### config.mk
export PLATFORM = sky130hd
export DESIGN_NAME = zwa_back
export DESIGN_NICKNAME = d
export VERILOG_FILES = /design/src/hdl/assert_macros.svh /design/src/hdl/zwa_pkg.sv /design/src/hdl/zwa_back.sv
export SDC_FILE = /design/constraint.sdc
export NUM_CORES = 2
export LEC_CHECK = 0
export BUFFER_PORTS_ARGS = -buffer_cell sky130_fd_sc_hd__buf_2
export CAP_MARGIN = 25
export CORE_UTILIZATION = 40
export DETAILED_ROUTE_END_ITERATION = 10
export SLEW_MARGIN = 20
export SYNTH_ARGS = -nofsm -noshare
export SYNTH_HDL_FRONTEND = slang
export SYNTH_SLANG_ARGS = --single-unit
### constraint.sdc
create_clock -name clock -period 18.13 [get_ports clock]
set_input_delay 0 -clock clock [delete_from_list [all_inputs] [get_ports clock]]
set_output_delay 0 -clock clock [all_outputs]
set_load 0.05 [all_outputs]
### src/hdl/assert_macros.svh
// assertion helpers, empty when SYNTH is set
`ifndef ASSERT_MACROS_SVH
`define ASSERT_MACROS_SVH

`ifndef SYNTH
`define ZWA_ASSERT(label, clk, rst, prop) \
   label: assert property (@(posedge clk) disable iff (rst) prop) \
      else $error("zwa assertion failed");
`define ZWA_ASSERT_NEVER(label, clk, rst, cond) \
   label: assert property (@(posedge clk) disable iff (rst) !(cond)) \
      else $error("zwa assertion failed");
`else
`define ZWA_ASSERT(label, clk, rst, prop)
`define ZWA_ASSERT_NEVER(label, clk, rst, cond)
`endif

`endif

### src/hdl/zwa_pkg.sv
`timescale 1ns / 1ps

package zwa_pkg;

   localparam int COUNT_W  = 24;
   localparam int VALUE_W  = 32;
   localparam int NULLS_W  = 24;
   localparam int CELLS_W  = 32;
   localparam int SUM_W    = 64;
   localparam int KIND_W   = 2;
   localparam int FRAC_W   = 17;
   localparam int CSR_IDX_W = 2;
   localparam int REQ_DATA_W = 80;
   localparam int RSP_DATA_W = 32;
   localparam int DIV_STEPS = 64;

   localparam logic [KIND_W-1:0] KIND_AVG = 2'd0;
   localparam logic [KIND_W-1:0] KIND_MIN = 2'd1;
   localparam logic [KIND_W-1:0] KIND_MAX = 2'd2;

   localparam logic [CSR_IDX_W-1:0] CSR_KIND   = 2'd0;
   localparam logic [CSR_IDX_W-1:0] CSR_FRAC   = 2'd1;
   localparam logic [CSR_IDX_W-1:0] CSR_NODATA = 2'd2;

   // -9999.0 in Q16.16
   localparam logic [VALUE_W-1:0] NODATA_RESET = 32'hD8F10000;

   // one finished zone handed from the accumulator to the result unit
   typedef struct packed {
      logic signed [SUM_W-1:0]   sum;
      logic [CELLS_W-1:0]        valid;
      logic [CELLS_W-1:0]        nulls;
      logic signed [VALUE_W-1:0] extreme;
      logic [KIND_W-1:0]         kind;
   } zone_type;

endpackage

### src/hdl/zwa_back.sv
`timescale 1ns / 1ps

module zwa_back (
   input  logic                         clock,
   input  logic                         reset,
   input  logic                         q_empty,
   input  zwa_pkg::zone_type            q_head,
   output logic                         q_pop,
   input  logic [zwa_pkg::FRAC_W-1:0]   frac_min,
   input  logic [zwa_pkg::VALUE_W-1:0]  nodata,
   output logic                         rsp_tvalid,
   input  logic                         rsp_tready,
   // zone_result [31:0]
   output logic [zwa_pkg::RSP_DATA_W-1:0] rsp_tdata,
   // zone_valid [0]
   output logic                         rsp_tuser
);

   localparam int CellsW = zwa_pkg::CELLS_W;
   localparam int SumW   = zwa_pkg::SUM_W;
   localparam int ThrW   = zwa_pkg::FRAC_W + CellsW + 1;
   localparam int StepW  = $clog2(zwa_pkg::DIV_STEPS);

   typedef enum logic [2:0] {
      ST_IDLE, ST_TEST, ST_CMP, ST_DIV, ST_SAT, ST_DONE
   } state_type;

   state_type                   state_ff;
   logic                        neg_ff;
   logic [SumW-1:0]             dvd_ff;
   logic [CellsW-1:0]           rem_ff;
   logic [CellsW-1:0]           divisor_ff;
   logic [CellsW-1:0]           nulls_ff;
   logic [zwa_pkg::VALUE_W-1:0] ext_ff;
   logic [zwa_pkg::KIND_W-1:0]  kind_ff;
   logic [ThrW-1:0]             thr_ff;
   logic [StepW-1:0]            step_ff;
   logic [zwa_pkg::VALUE_W-1:0] res_ff;
   logic                        ok_ff;
   logic                        rsp_valid_ff;
   logic [zwa_pkg::VALUE_W-1:0] rsp_data_ff;
   logic                        rsp_user_ff;

   logic [CellsW:0]             total;
   logic [ThrW-1:0]             thr_in;
   logic                        pass;
   logic                        known_kind;
   logic [CellsW:0]             rem_sh, rem_diff;
   logic                        ge;
   logic [SumW-1:0]             head_abs;
   logic [zwa_pkg::VALUE_W-1:0] sat_res;

   assign q_pop = (state_ff == ST_IDLE) && !q_empty;

   assign head_abs = q_head.sum[SumW-1] ? (~q_head.sum + 1'b1) : q_head.sum;

   assign total  = {1'b0, divisor_ff} + {1'b0, nulls_ff};
   assign thr_in = frac_min * total;

   assign known_kind = (kind_ff == zwa_pkg::KIND_AVG) || (kind_ff == zwa_pkg::KIND_MIN) ||
                       (kind_ff == zwa_pkg::KIND_MAX);
   // valid * 65536 >= frac_min * (valid + null)
   assign pass = (divisor_ff != '0) && known_kind &&
                 ({2'b0, divisor_ff, 16'b0} >= thr_ff);

   // one restoring step, quotient bits shift into the low end of the dividend
   assign rem_sh   = {rem_ff, dvd_ff[SumW-1]};
   assign rem_diff = rem_sh - {1'b0, divisor_ff};
   assign ge       = (rem_sh >= {1'b0, divisor_ff});

   always_comb begin
      if (!neg_ff) begin
         sat_res = (dvd_ff > 64'h7FFFFFFF) ? 32'h7FFFFFFF : dvd_ff[31:0];
      end else begin
         sat_res = (dvd_ff > 64'h80000000) ? 32'h80000000 : (~dvd_ff[31:0] + 1'b1);
      end
   end

   always_ff @(posedge clock) begin
      if (reset) begin
         state_ff     <= ST_IDLE;
         rsp_valid_ff <= 1'b0;
      end else begin
         if (state_ff == ST_DONE && (!rsp_valid_ff || rsp_tready)) rsp_valid_ff <= 1'b1;
         else if (rsp_tready) rsp_valid_ff <= 1'b0;
         unique case (state_ff)
            ST_IDLE: begin
               if (!q_empty) begin
                  neg_ff     <= q_head.sum[SumW-1];
                  dvd_ff     <= head_abs;
                  divisor_ff <= q_head.valid;
                  nulls_ff   <= q_head.nulls;
                  ext_ff     <= q_head.extreme;
                  kind_ff    <= q_head.kind;
                  state_ff   <= ST_TEST;
               end
            end
            ST_TEST: begin
               thr_ff   <= thr_in;
               state_ff <= ST_CMP;
            end
            ST_CMP: begin
               if (!pass) begin
                  res_ff   <= nodata;
                  ok_ff    <= 1'b0;
                  state_ff <= ST_DONE;
               end else if (kind_ff == zwa_pkg::KIND_AVG) begin
                  rem_ff   <= '0;
                  step_ff  <= StepW'(zwa_pkg::DIV_STEPS - 1);
                  state_ff <= ST_DIV;
               end else begin
                  res_ff   <= ext_ff;
                  ok_ff    <= 1'b1;
                  state_ff <= ST_DONE;
               end
            end
            ST_DIV: begin
               rem_ff  <= ge ? rem_diff[CellsW-1:0] : rem_sh[CellsW-1:0];
               dvd_ff  <= {dvd_ff[SumW-2:0], ge};
               step_ff <= step_ff - 1'b1;
               if (step_ff == '0) state_ff <= ST_SAT;
            end
            ST_SAT: begin
               res_ff   <= sat_res;
               ok_ff    <= 1'b1;
               state_ff <= ST_DONE;
            end
            ST_DONE: begin
               if (!rsp_valid_ff || rsp_tready) begin
                  rsp_data_ff  <= res_ff;
                  rsp_user_ff  <= ok_ff;
                  state_ff     <= ST_IDLE;
               end
            end
            default: state_ff <= ST_IDLE;
         endcase
      end
   end

   assign rsp_tvalid = rsp_valid_ff;
   assign rsp_tdata  = rsp_data_ff;
   assign rsp_tuser  = rsp_user_ff;

endmodule
==> impl_metrics.tcl <==
set metrics [dict create \
    hp-start "nodata[0]" \
    syn_area_um2 35700 \
    grt_pass1_vias 28800 \
    gp_congestion 0.918 \
    cp-startpoint "divisor_ff[0]" \
    slew_violations 0 \
    clkSinkCount 321 \
    drcViolationCount 0 \
    crit_type "reg2reg" \
    core_area_um2 88400 \
    drtAntennaViolNets 0 \
    cts_setup_buffers 0 \
    synth_edf_count 317 \
    period_minus_slack_ns 9.82 \
    die_w_um 301 \
    highest_layer "met5" \
    track_usage_pct 23.3 \
    avgSynthCellArea_um2 9.65 \
    antenna_found_initial 7 \
    reg2reg_from "divisor_ff[0]" \
    synth_xor_area_share_pct 3.80 \
    critical_path.max_fanout 17 \
    setup_viol 0 \
    ys_ff_latch 321 \
    wl_per_cell_um 19.6 \
    worst_pin_slew_ns 1.01 \
    outcome "finished clean" \
    post_cts_resized 0 \
    clkTransAtPathRegs_ns 0.06 \
    r2r-end "thr_ff[47]" \
    rows 109 \
    syn_nets 4606 \
    overflow 0 \
    postSynth.asyncResetShare_pct 0 \
    place_hpwl_um 76600 \
    wl_met3_um 5570 \
    via_per_inst 5.30 \
    rsz0062_at_grt "no" \
    root_buffer "clkbuf_16" \
    tns_ns 0 \
    synthToLayoutAreaGrowth_pct 16.3 \
    fillers 8410 \
    rrSetupSlack_ns 8.31 \
    drive_gt1_share_pct 9.81 \
    routed-wl-met2_um 50900 \
    yosys.cell_types.count 78 \
    grt_max_degree 80 \
    skew_ns 0.0227 \
    critPathMaxStageDelay_ns 0.72 \
    cts_tree "yes" \
    ff2ff_path_depth 35 \
    insertion_delay_ns 0.55 \
    die_height_um 301 \
    cp.arrival_ns 10.11 \
    num_vias 28003 \
    period_share_pct 54.2 \
    ys.flop_type "edfxtp_1" \
    die_area_um2 90500 \
    synth_top_family_by_area "adder cells" \
    synth_compound_area_share_pct 9.95 \
    cp_data_required_time_ns 18.42 \
    drt-initial-drc-count 1768 \
    cts_buffers 35 \
    critPathSlowestCell "o41ai_1" \
    hold_viol_final 0 \
    ioPinCount 250 \
    cpMostUsedCell "fa_1" \
    cp-end-kind "flop" \
    cts_buffer_depth 3 \
    drt_first_pass_iters 6 \
    synth_fa_ha_area_share_pct 34.0 \
    ys_seq_area_share_pct 26.9 \
    yosys.area_share.simple_pct 15.8 \
    slew_headroom_pct 32.9 \
    wl_met1_um 45200 \
    cts_max_level 2 \
    clock.fmax_ghz 0.102 \
    critPathLaunchType "flop" \
    cap_violations 0 \
    syn_inst 3701 \
    portBuffers 249 \
    hold_depth 3 \
    grt_pass1_wl_um 164000 \
    synthMuxAreaShare_pct 1.60 \
    start_util_pct 40.4 \
    hold_path_class "in2reg" \
    layout.nets 4994 \
    min_to "res_ff[0]" \
    yosys_warnings 0 \
    wl_um 104000 \
]
-- Yosys cell counts (13+ instances only) --
| cell | count | area [µm²] |
|---|---|---|
| a221oi_1 | 14 | 123 |
| or3b_2 | 13 | 114 |
| a21oi_1 | 155 | 776 |
| and2_1 | 176 | 1100 |
| and3_1 | 27 | 169 |
| inv_1 | 609 | 2290 |
| nand2b_1 | 33 | 206 |
| nand4_1 | 20 | 125 |
| mux2i_1 | 56 | 561 |
| or3_1 | 30 | 188 |
| o31ai_1 | 35 | 263 |
| nor2_1 | 130 | 488 |
| clkbuf_1 | 140 | 526 |
| a21o_1 | 50 | 375 |
| nor4_1 | 29 | 181 |
| o21a_1 | 19 | 143 |
| ha_1 | 224 | 2800 |
| xnor2_1 | 70 | 613 |
| nand3_1 | 39 | 195 |
| nor2b_1 | 37 | 231 |
| xor2_1 | 85 | 744 |
| edfxtp_1 | 317 | 9520 |
| o21ai_0 | 150 | 751 |
| a211oi_1 | 17 | 128 |
| o21bai_1 | 14 | 105 |
| a31oi_1 | 21 | 131 |
| nor3_1 | 35 | 175 |
| fa_1 | 466 | 9330 |
| nand2_1 | 522 | 1960 |
-- logic make-up (layout without fill, tap and decap cells) --
family | Yosys count | count (layout)
adders and majority gates | 690 | 690
muxes | 57 | 57
DFF | 321 | 321
AOI/OAI and AO/OA | 564 | 564
and+or+nand+nor | 1154 | 1154
buffers and inverters | 760 | 1169
other | 0 | 11
xor gates and xnor gates | 155 | 155
-- timing repair --
item | in CTS | in global routing
setup endpoints to repair | 0 | 0
hold buffers | 200 | 0
hold endpoints to repair | 197 | 0
-- worst max-delay path: cells and delay by family (launching register included) --
kind            cells  cell delay (ns)
flops               1             0.48
xor+xnor            2             0.27
buf+inv             6             0.52
fa+ha+maj           9             3.87
simple gates        6             0.91
compound gates     12             3.53
-- area by class of cell --
class | instances | area (µm²) | area share (%)
multi-input combinational | 2620 | 23400 | 56.2
sequential | 321 | 9600 | 23.1
timing repair buffer | 502 | 3660 | 8.80
inverter | 609 | 2290 | 5.50
tap | 1165 | 1460 | 3.51
clock buffer | 38 | 887 | 2.13
clock inverter | 20 | 297 | 0.713
antenna | 11 | 27.5 | 0.0662
-- metrics by stage --
stage | setup slack [ns] | cells | hold slack (ns) | cell area [µm²] | util (%)
2_1_floorplan | 9.38 | 3701 | 0.0989 | 35700 | -
3_3_place_gp | 8.60 | 5016 | 0.177 | 38300 | 43.4
3_5_place_dp | 8.45 | 5016 | 0.178 | 38300 | 43.4
4_1_cts | 8.39 | 5274 | 0.0172 | 41500 | 47.0
5_1_grt | 7.78 | 5277 | 0.0962 | 41500 | 47.0
6_report | 8.31 | 5286 | 0.0492 | 41600 | 47.0
-- registers in the layout, indices dropped and copies added, names as in the netlist, 2 cells and up --
signal	count
rsp_tdata	32
step_ff	6
dvd_ff	64
thr_ff	50
kind_ff	2
rem_ff	32
nulls_ff	32
ext_ff	32
divisor_ff	32
res_ff	32
state_ff	3
-- metal layers --
layer	up-vias	track usage, %
met1	14071	31.2
met3	143	3.10
met2	845	39.9
li1	12940	-
met4	4	5.22
met5	-	0
-- worst max-delay path by stage --
stage                       endpoint  depth (start not counted)
after floorplan           thr_ff[49]                         35
after global placement    thr_ff[49]                         35
after detailed placement  thr_ff[49]                         35
after CTS                 thr_ff[49]                         35
after global routing      thr_ff[49]                         35
final                     thr_ff[47]                         35
-- cell usage in the layout, fill, tap and decap left out, drive strengths merged, types with 8 or more instances in the layout --
cell,netlist,routed
inv,609,609
or4,11,11
xnor2,70,70
clkinv,0,12
a32oi,8,8
a211oi,17,17
o21bai,14,14
diode,0,11
a221oi,14,14
edfxtp,317,317
nor4,30,30
and4,10,10
a21o,50,50
nand2b,33,33
a31oi,21,21
nand3,40,40
clkbuf,141,38
fa,466,466
or2,12,12
o41ai,11,11
and2,176,176
nand4,20,20
dlygate4sd3,0,200
or3b,13,13
nor2b,37,37
mux2i,56,56
o21a,19,19
or3,31,31
nand2,522,522
buf,10,302
nor2,131,131
ha,224,224
nor3b,8,8
a21oi,155,155
o21ai,154,154
nor3,37,37
nand3b,10,10
o31ai,35,35
xor2,85,85
and3,27,27
Power is left out: the tool's default activity adds up to more than one toggle a clock period on the data nets, which glitch-free logic cannot reach.
