<file path="config.mk">
export PLATFORM = sky130hd
export DESIGN_NAME = zwa_queue
export DESIGN_NICKNAME = d
export VERILOG_FILES = /design/src/hdl/zwa_pkg.sv /design/src/hdl/zwa_queue.sv
export VERILOG_INCLUDE_DIRS = /design/src /design/src/hdl
export SDC_FILE = /design/constraint.sdc
export NUM_CORES = 1
export LEC_CHECK = 0
export ABC_AREA = 1
export BUFFER_PORTS_ARGS = -buffer_cell sky130_fd_sc_hd__buf_2
export CORE_AREA = 2 2 144 161
export CTS_CLUSTER_SIZE = 24
export DETAILED_ROUTE_END_ITERATION = 12
export DIE_AREA = 0 0 146 163
export PLACE_DENSITY_LB_ADDON = 0.12
export SLEW_MARGIN = 20
export SYNTH_ARGS = -nofsm -noshare
export SYNTH_HDL_FRONTEND = slang
export SYNTH_SLANG_ARGS = --single-unit
</file>
<file path="constraint.sdc">
create_clock -name clock -period 20.8 [get_ports clock]
set_input_delay 1.04 -clock clock [delete_from_list [all_inputs] [get_ports clock]]
set_output_delay 1.04 -clock clock [all_outputs]
set_load 0.02 [all_outputs]
</file>
<file path="src/hdl/assert_macros.svh">
// assertion helpers, empty when SYNTH is set
`ifndef ASSERT_MACROS_SVH
`define ASSERT_MACROS_SVH

`ifndef SYNTH
`define ZWA_ASSERT(label, clk, rst, prop) \
   label: assert property (@(posedge clk) disable iff (rst) prop) \
      else $error("zwa assertion failed");
`define ZWA_ASSERT_NEVER(label, clk, rst, cond) \
   label: assert property (@(posedge clk) disable iff (rst) !(cond)) \
      else $error("zwa assertion failed");
`else
`define ZWA_ASSERT(label, clk, rst, prop)
`define ZWA_ASSERT_NEVER(label, clk, rst, cond)
`endif

`endif

</file>
<file path="src/hdl/zwa_pkg.sv">
`timescale 1ns / 1ps

package zwa_pkg;

   localparam int COUNT_W  = 24;
   localparam int VALUE_W  = 32;
   localparam int NULLS_W  = 24;
   localparam int CELLS_W  = 32;
   localparam int SUM_W    = 64;
   localparam int KIND_W   = 2;
   localparam int FRAC_W   = 17;
   localparam int CSR_IDX_W = 2;
   localparam int REQ_DATA_W = 80;
   localparam int RSP_DATA_W = 32;
   localparam int DIV_STEPS = 64;

   localparam logic [KIND_W-1:0] KIND_AVG = 2'd0;
   localparam logic [KIND_W-1:0] KIND_MIN = 2'd1;
   localparam logic [KIND_W-1:0] KIND_MAX = 2'd2;

   localparam logic [CSR_IDX_W-1:0] CSR_KIND   = 2'd0;
   localparam logic [CSR_IDX_W-1:0] CSR_FRAC   = 2'd1;
   localparam logic [CSR_IDX_W-1:0] CSR_NODATA = 2'd2;

   // -9999.0 in Q16.16
   localparam logic [VALUE_W-1:0] NODATA_RESET = 32'hD8F10000;

   // one finished zone handed from the accumulator to the result unit
   typedef struct packed {
      logic signed [SUM_W-1:0]   sum;
      logic [CELLS_W-1:0]        valid;
      logic [CELLS_W-1:0]        nulls;
      logic signed [VALUE_W-1:0] extreme;
      logic [KIND_W-1:0]         kind;
   } zone_type;

endpackage

</file>
<file path="src/hdl/zwa_queue.sv">
`timescale 1ns / 1ps
`include "assert_macros.svh"

module zwa_queue #(
   parameter int Depth = 2
) (
   input  logic              clock,
   input  logic              reset,
   input  logic              push,
   input  zwa_pkg::zone_type push_entry,
   output logic              full,
   input  logic              pop,
   output logic              empty,
   output zwa_pkg::zone_type head
);

   localparam int PtrW = $clog2(Depth);
   localparam int CntW = $clog2(Depth + 1);

   zwa_pkg::zone_type mem [Depth];
   logic [PtrW-1:0]   wr_ptr_ff, rd_ptr_ff;
   logic [CntW-1:0]   count_ff;

   function automatic logic [PtrW-1:0] next_ptr(input logic [PtrW-1:0] p);
      return (p == PtrW'(Depth - 1)) ? '0 : p + 1'b1;
   endfunction

   assign full  = (count_ff == CntW'(Depth));
   assign empty = (count_ff == '0);
   assign head  = mem[rd_ptr_ff];

   always_ff @(posedge clock) begin
      if (reset) begin
         wr_ptr_ff <= '0;
         rd_ptr_ff <= '0;
         count_ff  <= '0;
      end else begin
         if (push) wr_ptr_ff <= next_ptr(wr_ptr_ff);
         if (pop) rd_ptr_ff <= next_ptr(rd_ptr_ff);
         if (push && !pop) count_ff <= count_ff + 1'b1;
         else if (pop && !push) count_ff <= count_ff - 1'b1;
      end
   end

   always_ff @(posedge clock) begin
      if (push) mem[wr_ptr_ff] <= push_entry;
   end

   `ZWA_ASSERT_NEVER(a_push_when_full, clock, reset, push && full)
   `ZWA_ASSERT_NEVER(a_pop_when_empty, clock, reset, pop && empty)
   `ZWA_ASSERT(a_push_fills, clock, reset, push |=> !empty)

endmodule

</file>
==> results.toml, run 1 <==
[setup_path]
max_stage_delay_ps = 940
critPathMaxFanout = 60
crit_type = "reg -> out"
arrival_ps = 2980
slowest_stage = "buf_4"
crit_chain = "buf_4 > mux2_2 > buf_2"
critPathBufInv = 2
cp_top_family = "buffers and inverters"
required_ps = 19760
cp-end-kind = "output pin"
setup.worst_path.start_class = "flip-flop"

[die]
die_h_um = 163
fp.dieArea_sq_um = 23800
initial_core_util_pct = 54.7
rows = 58
ios = 330
core-area_sq_um = 22400
chipWidth_um = 146

[timing]
min_period_ps = 4020
post-route-period-util_pct = 19.3
tightest_slew_ps = 1090
rsz0062_at_grt = "false"
fin_skew_ps = 7.48
maxSlewHeadroom_pct = 27.2
setup-tns-final_ps = 0
setup_violations = 0
fmax_mhz = 249
timing.final.ws_setup_ps = 16780
finalMaxSlewViolations = 0
hold_viol = 0
hold_slack_ps = 531

[synth]
synth_cell_types = 16
synth.top_cell.area_share_pct = 79.5
syn_area_sq_um = 12200
postSynthAreaPerCell_sq_um = 22.8
synth_edf_count = 324
synth-seq-area-share_pct = 80.4
synth_xor_area_share_pct = 0.0716
ys_async_sr_fraction_pct = 0
yosysWarnings = 0
synth-seq-cells = 329
synthTopCellsByArea = "edfxtp_1 (80%), mux2_4 (9.8%), mux2_2 (7.5%), buf_6 (0.92%), dfxtp_1 (0.82%)"
synth_compound_area_share_pct = 0.0818
synth_common_cells = "edfxtp_1 (324), mux2_2 (82), mux2_4 (80), buf_6 (10), inv_1 (9)"
syn_inst = 537
muxShareOfSynthArea_pct = 17.4
synth_most_common_cell = "edfxtp_1"
synth_top_family_by_area = "multiplexers"
synth-simple-area-share_pct = 0.501
ys.flop_type = "edfxtp_1"
synthAdderAreaFrac_pct = 0.102
synth_nets = 704
post-synth-top-area-cell = "edfxtp_1"

[clocking]
numCtsBuffers = 30
htree_num_levels = 1
clock_path_buffers = 3
cts_setup_buffers = 0
clkTransAtPathRegs_ps = 70
cts_tree = "done"
hold_buffers = 0
cts_num_sinks = 329
cts_resized = 0
clock_latency_ps = 540
root_buffer = "clkbuf_16"

[detailed_routing]
drtIter0Drc = 281
avgViaCountPerCell = 5.07
dr_total_vias = 6164
wl_met1_mm = 8.56
drt_drc_violations_left = 0
wl_met2_mm = 12.0
routed_wl_mm = 23.3
wl_met3_mm = 2.22
wl_per_cell_um = 19.2
top_layer = "met5"
drt-pass1-iter-count = 4
ant_nets = 0

[cells_and_area]
layout-drive-gt1-share_pct = 60.4
area_growth_pct = 24.2
finalNetCount = 1052
fin_area_sq_um = 15200

[global_route]
grt_max_degree = 86
overflow = 0
grt_pass1_wl_mm = 34.4
grt_pass1_vias = 6550
grt_util_all_layers_pct = 18.7
antenna_found_initial = 9

[job]
drv_cap = 0

[place]
placed_area_sq_um = 14200
port_buffers = 329
place_congestion = 0.755
pre_cts_ws_ps = 17340
dp_hpwl_mm = 15.5

[power]
powerDensity_nw_per_um2 = 99.5
peakVddDrop_mv = 0.0764
leakagePower_nw = 5.89

[outcome]
outcome = "complete, no violations"

[worst_hold_path]
hold_path_class = "reg -> reg"
-- stage by stage --
stage,utilization (%),power [W],std cells
finish,68.0,0.00151,1216
global route,68.0,0.00157,1215
CTS,67.9,0.00153,1209
detailed placement,63.3,0.000978,1153
global placement,63.3,0.000972,1153
floorplan,-,0.000919,537
-- worst register-to-register path, cell delays in order, from the launching register on --
cell	delay, ps
dfxtp_1	390
nand2_1	130
inv_6	550
buf_6	770
-- report_power, final --
group / switching, W / total, W / internal, W / leakage, nW
combinational: 0.000103 / 0.000181 / 0.0000779 / 2.31
sequential: 0.0000123 / 0.000781 / 0.000768 / 3.08
clock: 0.000226 / 0.000550 / 0.000324 / 0.498
-- layer usage --
layer,vias up,global-route usage (%)
li1,2831,-
met1,3035,21.6
met2,249,32.4
met3,45,6.97
met4,4,6.44
met5,-,0
-- kinds of logic after synthesis --
kind of cell | after synthesis
xor+xnor | 1
mux | 162
compound gates | 2
flops | 329
fa+ha+maj | 1
simple gates | 15
buf+inv | 27
-- final timing paths --
kind / from / end / slack [ps] / cells past startpoint
setup reg to reg: wr_ptr_ff / mem[1][129] / 18540 / 3
setup / recovery: flip-flop / head[149] / 16780 / 3
hold / removal: rd_ptr_ff / flip-flop / 530 / 2
hold reg to reg: rd_ptr_ff / flip-flop / 530 / 2
-- placed cells by master, fill, tap and decap left out, types with 4 or more instances in the layout --
| master | Yosys | final |
|---|---|---|
| nor2_1 | 7 | 6 |
| buf_2 | 8 | 329 |
| clkinv_2 | 0 | 11 |
| mux2_2 | 82 | 82 |
| bufinv_16 | 0 | 4 |
| inv_1 | 9 | 8 |
| edfxtp_1 | 324 | 324 |
| dfxtp_1 | 5 | 4 |
| diode_2 | 0 | 7 |
| mux2_4 | 80 | 80 |
| clkinv_1 | 0 | 4 |
| nand2_1 | 5 | 5 |
| clkbuf_16 | 0 | 31 |
-- registers in the layout, indices dropped and copies added (netlist names), named ones only --
signal and count:
count_ff 2, wr_ptr_ff 1, rd_ptr_ff 1, mem 324
-- cell type report --
cell class | count | area, sq um
repair buffers | 334 | 1690
flip-flops and latches | 329 | 9830
fillers | 1563 | 7160
inverters | 9 | 38.8
clock buffers | 34 | 797
well taps | 300 | 375
diodes | 7 | 17.5
clock inverters | 22 | 213
multi-input cells | 181 | 2220
(Power assumes the default switching activity.)
==> inputs of run 2 (changes only) <==
- CORE_AREA: 2 2 144 161 -> 2 2 157 175
- DIE_AREA: 0 0 146 163 -> 0 0 159 177
- clock period: 20.8 -> 3.46 ns (I/O delays scaled with it)
==> run 2 against run 1 <==
Compared with the run above: first-iteration DRC count is 22% higher; utilization is 3.6 points lower; critical path depth stayed put; final cell count is 18% higher; clock power grew to 6.4 times the previous value; highest routed layer is now met4; count of clock-buffer cells in the layout is 6 higher; register-to-register slack worse by 17000 ps; design area is 12% higher; largest cell class unchanged; worst hold slack worse by 130 ps; worst setup slack worse by 16000 ps; combinational power grew to 6.9 times the previous value; via count is 9.3% higher.
==> results.toml, run 2 (synthesis results as in run 1) <==
[outcome]
outcome = "complete, no violations"

[die]
fp.dieArea_sq_um = 28100
initial_core_util_pct = 46.2
chipWidth_um = 159
die_h_um = 177
ios = 330
core-area_sq_um = 26500
rows = 63

[clocking]
cts_setup_buffers = 0
clock_latency_ps = 500
numCtsBuffers = 34
clock_path_buffers = 3
root_buffer = "clkbuf_16"
cts_num_sinks = 329
cts_tree = "done"
htree_num_levels = 2
clkTransAtPathRegs_ps = 60

[detailed_routing]
drt_drc_violations_left = 0
routed_wl_mm = 25.3
dr_total_vias = 6740
ant_nets = 0
avgViaCountPerCell = 4.68
drtIter0Drc = 343
drt-pass1-iter-count = 6
wl_per_cell_um = 17.6

[cells_and_area]
fin_area_sq_um = 17100
diodes = 0
layout_commonest_cell = "buf_2"
layout-drive-gt1-share_pct = 50.8
layout_common_cells = "buf_2 (329), edfxtp_1 (324), dlygate4sd3_1 (166)"
finalNetCount = 1229
multi_input_area_sq_um = 2220
top_register = "mem"
fill_cells = 1930
reg.largest.list = "mem x324, count_ff x2"
sequential_cell_area_sq_um = 9830
area_growth_pct = 39.4
largest_reg_flops = 324
instances_no_fill = 1440

[power]
share_seq_of_total_power_pct = 49.6
internal_power_w = 0.00736
fin_total_pwr_w = 0.00948
leakagePower_nw = 6.66
peakVddDrop_mv = 0.460
p_switching_w = 0.00212
comb_power_share_pct = 13.2
switching_share_pct = 22.3
clockPowerShare_pct = 37.2
powerDensity_nw_per_um2 = 556

[timing]
post-route-period-util_pct = 73.0
tightest_slew_ps = 960
setup_violations = 0
fmax_mhz = 396
min_period_ps = 2530
maxSlewHeadroom_pct = 36.0
rsz0062_at_grt = "false"
fin_skew_ps = 7.16
finalMaxSlewViolations = 0
setup-tns-final_ps = 0
timing.final.ws_setup_ps = 933
hold_viol = 0

[global_route]
antenna_found_initial = 0
grt_max_degree = 72
grt_pass1_wl_mm = 38.5
overflow = 0
grt_util_all_layers_pct = 17.4
grt_pass1_vias = 7415

[setup_path]
crit_chain = "buf_4 > mux2_2 > buf_2"
critPathMaxFanout = 50
arrival_ps = 2350
slowest_stage = "dfxtp_4"
cp-end-kind = "output pin"
required_ps = 3290
setup.worst_path.start_class = "flip-flop"
crit_type = "reg -> out"
max_stage_delay_ps = 900

[place]
place_congestion = 0.759
placed_area_sq_um = 14300
pre_cts_ws_ps = 1390
port_buffers = 329
placed_cells = 1217
dp_hpwl_mm = 15.9

[worst_hold_path]
hold_path_class = "in -> reg"

[job]
drv_cap = 0
[run 2: cell count changes in the layout (fill, tap and decap cells not counted)]
| cell | delta |
|---|---|
| buf_12 | +2 |
| buf_4 | +7 |
| buf_6 | -2 |
| bufinv_16 | -1 |
| clkbuf_1 | +1 |
| clkbuf_16 | +6 |
| clkbuf_8 | -1 |
| clkinv_1 | +6 |
| clkinv_2 | -7 |
| clkinvlp_4 | -2 |
| diode_2 | -7 |
| dlygate4sd3_1 | +166 |
| inv_6 | -1 |
[run 2: final timing paths]
check	startpoint	to	slack, ps	cells after the start
hold / removal	push_entry[46]	mem[0][46]	400	2
hold reg to reg	rd_ptr_ff	rd_ptr_ff	530	2
setup / recovery	flip-flop	head[150]	930	3
setup reg to reg	wr_ptr_ff	mem[1][118]	1800	3
[run 2: per-layer routing]
metal	global-route usage, %	part of all wire [%]	up-vias
met3	4.69	6.2	51
li1	-	-	3176
met5	0	0	-
met4	6.33	3.1	0
met2	32.3	53	230
met1	19.3	37	3283
[run 2: per-stage QoR]
step                hold slack, ps  utilization (%)
floorplan                      245                -
global placement               360             54.0
detailed placement             364             54.0
CTS                            366             64.4
global route                   382             64.4
finish                         400             64.4
[run 2: final cells by class]
type | count | share of cell area [%]
flip-flops and latches | 329 | 57.7
multi-input cells | 181 | 13.0
inverters | 9 | 0.220
clock inverters | 17 | 0.866
well taps | 357 | 2.62
repair buffers | 507 | 20.1
clock buffers | 40 | 5.50
[run 2: what timing repair did]
item / in CTS / in global routing
hold endpoints to repair: 328 / 0
hold buffers: 166 / 0
gates resized for setup: 0 / 0
[run 2: worst max-delay path: cells and delay by family, from the launching register on]
kind / cells / cell delay, ps
multiplexers: 1 / 380
flip-flops: 1 / 900
buffers and inverters: 2 / 570
[run 2: power by group through the flow]
stage,clock network [W],registers (W),logic (W)
2_1_floorplan,0,0.00475,0.000750
3_3_place_gp,0,0.00477,0.00109
3_5_place_dp,0,0.00479,0.00111
4_1_cts,0.00363,0.00470,0.00127
5_1_grt,0.00378,0.00472,0.00133
6_report,0.00353,0.00470,0.00125
==> inputs of run 3 (changes only) <==
- ABC_AREA: 1 -> 0
- CORE_AREA: 2 2 157 175 -> 2 2 150 166
- DIE_AREA: 0 0 159 177 -> 0 0 152 168
- clock period: 3.46 -> 2.5 ns (I/O delays scaled with it)
==> run 3 against run 2 <==
Compared with the run above: die area shrank 9.3%; design area shrank 0.28%; sequential share of layout area grew 0.17 points; worst hold slack lost 300 ps; register-to-register slack lost 930 ps; area after synthesis shrank 0.17%; sequential cell count is the same; synthesized cell count shrank 2.0%; critical path depth is the same; via count shrank 0.83%.
==> results.toml, run 3 <==
[outcome]
outcome = "complete, no violations"

[global_route]
grt_pass1_wl_mm = 38.0
grt_util_all_layers_pct = 19.0
grt_pass1_vias = 7301
grt_max_degree = 96
overflow = 0
antenna_found_initial = 2

[synth]
synth_nets = 693
syn_inst = 526
syn_area_sq_um = 12200
synth.top_cell.area_share_pct = 79.7
yosysWarnings = 0
ys_async_sr_fraction_pct = 0
synth-seq-area-share_pct = 80.5
synth-seq-cells = 329
synth_edf_count = 324
post-synth-top-area-cell = "edfxtp_1"
postSynthAreaPerCell_sq_um = 23.2
ys.flop_type = "edfxtp_1"
synth_common_cells = "edfxtp_1 (324), mux2_2 (82), mux2_4 (80), buf_6 (10), buf_2 (8)"
synthTopCellsByArea = "edfxtp_1 (80%), mux2_4 (9.8%), mux2_2 (7.6%), buf_6 (0.92%), dfxtp_1 (0.82%)"
synth_most_common_cell = "edfxtp_1"
synth_cell_types = 16

[setup_path]
critPathMaxFanout = 95
critPathBufInv = 2
setup.worst_path.start_class = "flip-flop"
r2r_slack_ps = 870
cp-end-kind = "output pin"
arrival_ps = 2100
cp_top_family = "buffers and inverters"
crit_type = "reg -> out"
slowest_stage = "buf_12"
required_ps = 2380
max_stage_delay_ps = 480
crit_chain = "buf_12 > mux2_2 > buf_2"

[cells_and_area]
fin_area_sq_um = 17000
area_growth_pct = 39.2
post-route-util_pct = 70.6
reg.largest.list = "mem x324, count_ff x2"
layout-drive-gt1-share_pct = 51.3
layout_commonest_cell = "buf_2"
largest_reg_flops = 324
top_register = "mem"
fill_cells = 1529
layout_common_cells = "buf_2 (329), edfxtp_1 (324), dlygate4sd3_1 (165)"
finalNetCount = 1209

[power]
powerDensity_nw_per_um2 = 786
leakagePower_nw = 6.62
peakVddDrop_mv = 0.574

[timing]
post-route-period-util_pct = 88.8
setup_violations = 0
hold_viol = 0
rsz0062_at_grt = "false"
min_period_ps = 2220
maxSlewHeadroom_pct = 52.6
finalMaxSlewViolations = 0
fin_skew_ps = 12.0
tightest_slew_ps = 711
fmax_mhz = 450

[detailed_routing]
drtIter0Drc = 330
dr_total_vias = 6684
ant_nets = 0
wl_per_cell_um = 18.3
routed_wl_mm = 25.3
drt-pass1-iter-count = 6
drt_drc_violations_left = 0
avgViaCountPerCell = 4.85

[die]
initial_core_util_pct = 50.7
core-area_sq_um = 24100
chipWidth_um = 152
fp.dieArea_sq_um = 25500
ios = 330
rows = 60
die_h_um = 168

[place]
placed_area_sq_um = 14200
place_congestion = 0.761
dp_hpwl_mm = 15.4
port_buffers = 329

[clocking]
clock_path_buffers = 3
cts_resized = 0
cts_setup_buffers = 0
clkTransAtPathRegs_ps = 60
clock_latency_ps = 540
cts_num_sinks = 329
cts_tree = "done"
htree_num_levels = 1
root_buffer = "clkbuf_16"
numCtsBuffers = 31

[job]
drv_cap = 0

[worst_hold_path]
hold_path_class = "in -> reg"
-- run 3: cell types whose count changed in the layout (fill, tap and decap cells not counted), moves of 2 or more --
cell,before,now
nand2_1,5,0
diode_2,0,2
xor2_1,0,2
inv_1,8,1
buf_4,10,0
buf_12,2,7
clkbuf_16,37,31
bufinv_16,3,8
-- run 3: stage by stage --
| step | setup slack [ps] | hold WS [ps] | setup TNS (ps) | total power (W) | instances |
|---|---|---|---|---|---|
| final | 280 | 101 | 0 | 0.0134 | 1378 |
| after CTS | 273 | 73.7 | 0 | 0.0135 | 1376 |
| after global placement | 882 | 312 | 0 | 0.00827 | 1154 |
| after detailed placement | 866 | 316 | 0 | 0.00832 | 1154 |
| after global routing | 219 | 109 | 0 | 0.0138 | 1377 |
| after floorplan | -647 | 190 | -154230 | 0.00773 | 526 |
-- run 3: repair_timing --
| action | CTS | global route |
|---|---|---|
| hold buffers | 165 | 0 |
| hold endpoints to repair | 329 | 0 |
| setup endpoints to repair | 0 | 0 |
-- run 3: worst register-to-register path: cells and delay by family, from the launching register on --
family        cells  cell delay [ps]
flops             1              380
buf+inv           1              380
simple gates      1              490
-- run 3: path summary, 6_finish.rpt --
kind | from | depth (start not counted) | endpoint
setup / recovery | flip-flop | 3 | head[150]
hold / removal | push | 4 | count_ff[0]
setup reg to reg | wr_ptr_ff | 2 | mem[1][70]
hold reg to reg | rd_ptr_ff | 2 | flip-flop
-- run 3: kinds of logic after synthesis --
group,count (synthesis),share of synthesized area [%]
flops,329,80.5
mux,162,17.4
buf+inv,19,1.28
simple gates,9,0.359
xor+xnor,4,0.287
compound gates,2,0.0819
fa+ha+maj,1,0.102
-- run 3: where the power goes --
part           total [W]  switching [W]  internal (W)
Clock            0.00495        0.00187       0.00307
Combinational    0.00188        0.00101      0.000873
Sequential       0.00653      0.0000889       0.00644
Total             0.0134        0.00297        0.0104
-- run 3: area by class of cell --
type	instances	area, sq um	area share, %
Sequential cell	329	9830	57.8
Multi-Input combinational cell	178	2240	13.2
Clock inverter	24	314	1.85
Inverter	1	3.75	0.0221
Antenna cell	2	5.00	0.0294
Timing Repair Buffer	501	3440	20.2
Tap cell	310	388	2.28
Clock buffer	33	783	4.61
-- run 3: metal layers --
layer / global-route usage, % / share of wire (%) / up-vias
met5: 0 / 0 / -
met4: 6.26 / 3.0 / 0
met3: 5.05 / 6.9 / 48
met2: 35.4 / 53 / 244
met1: 21.2 / 37 / 3259
li1: - / - / 3133
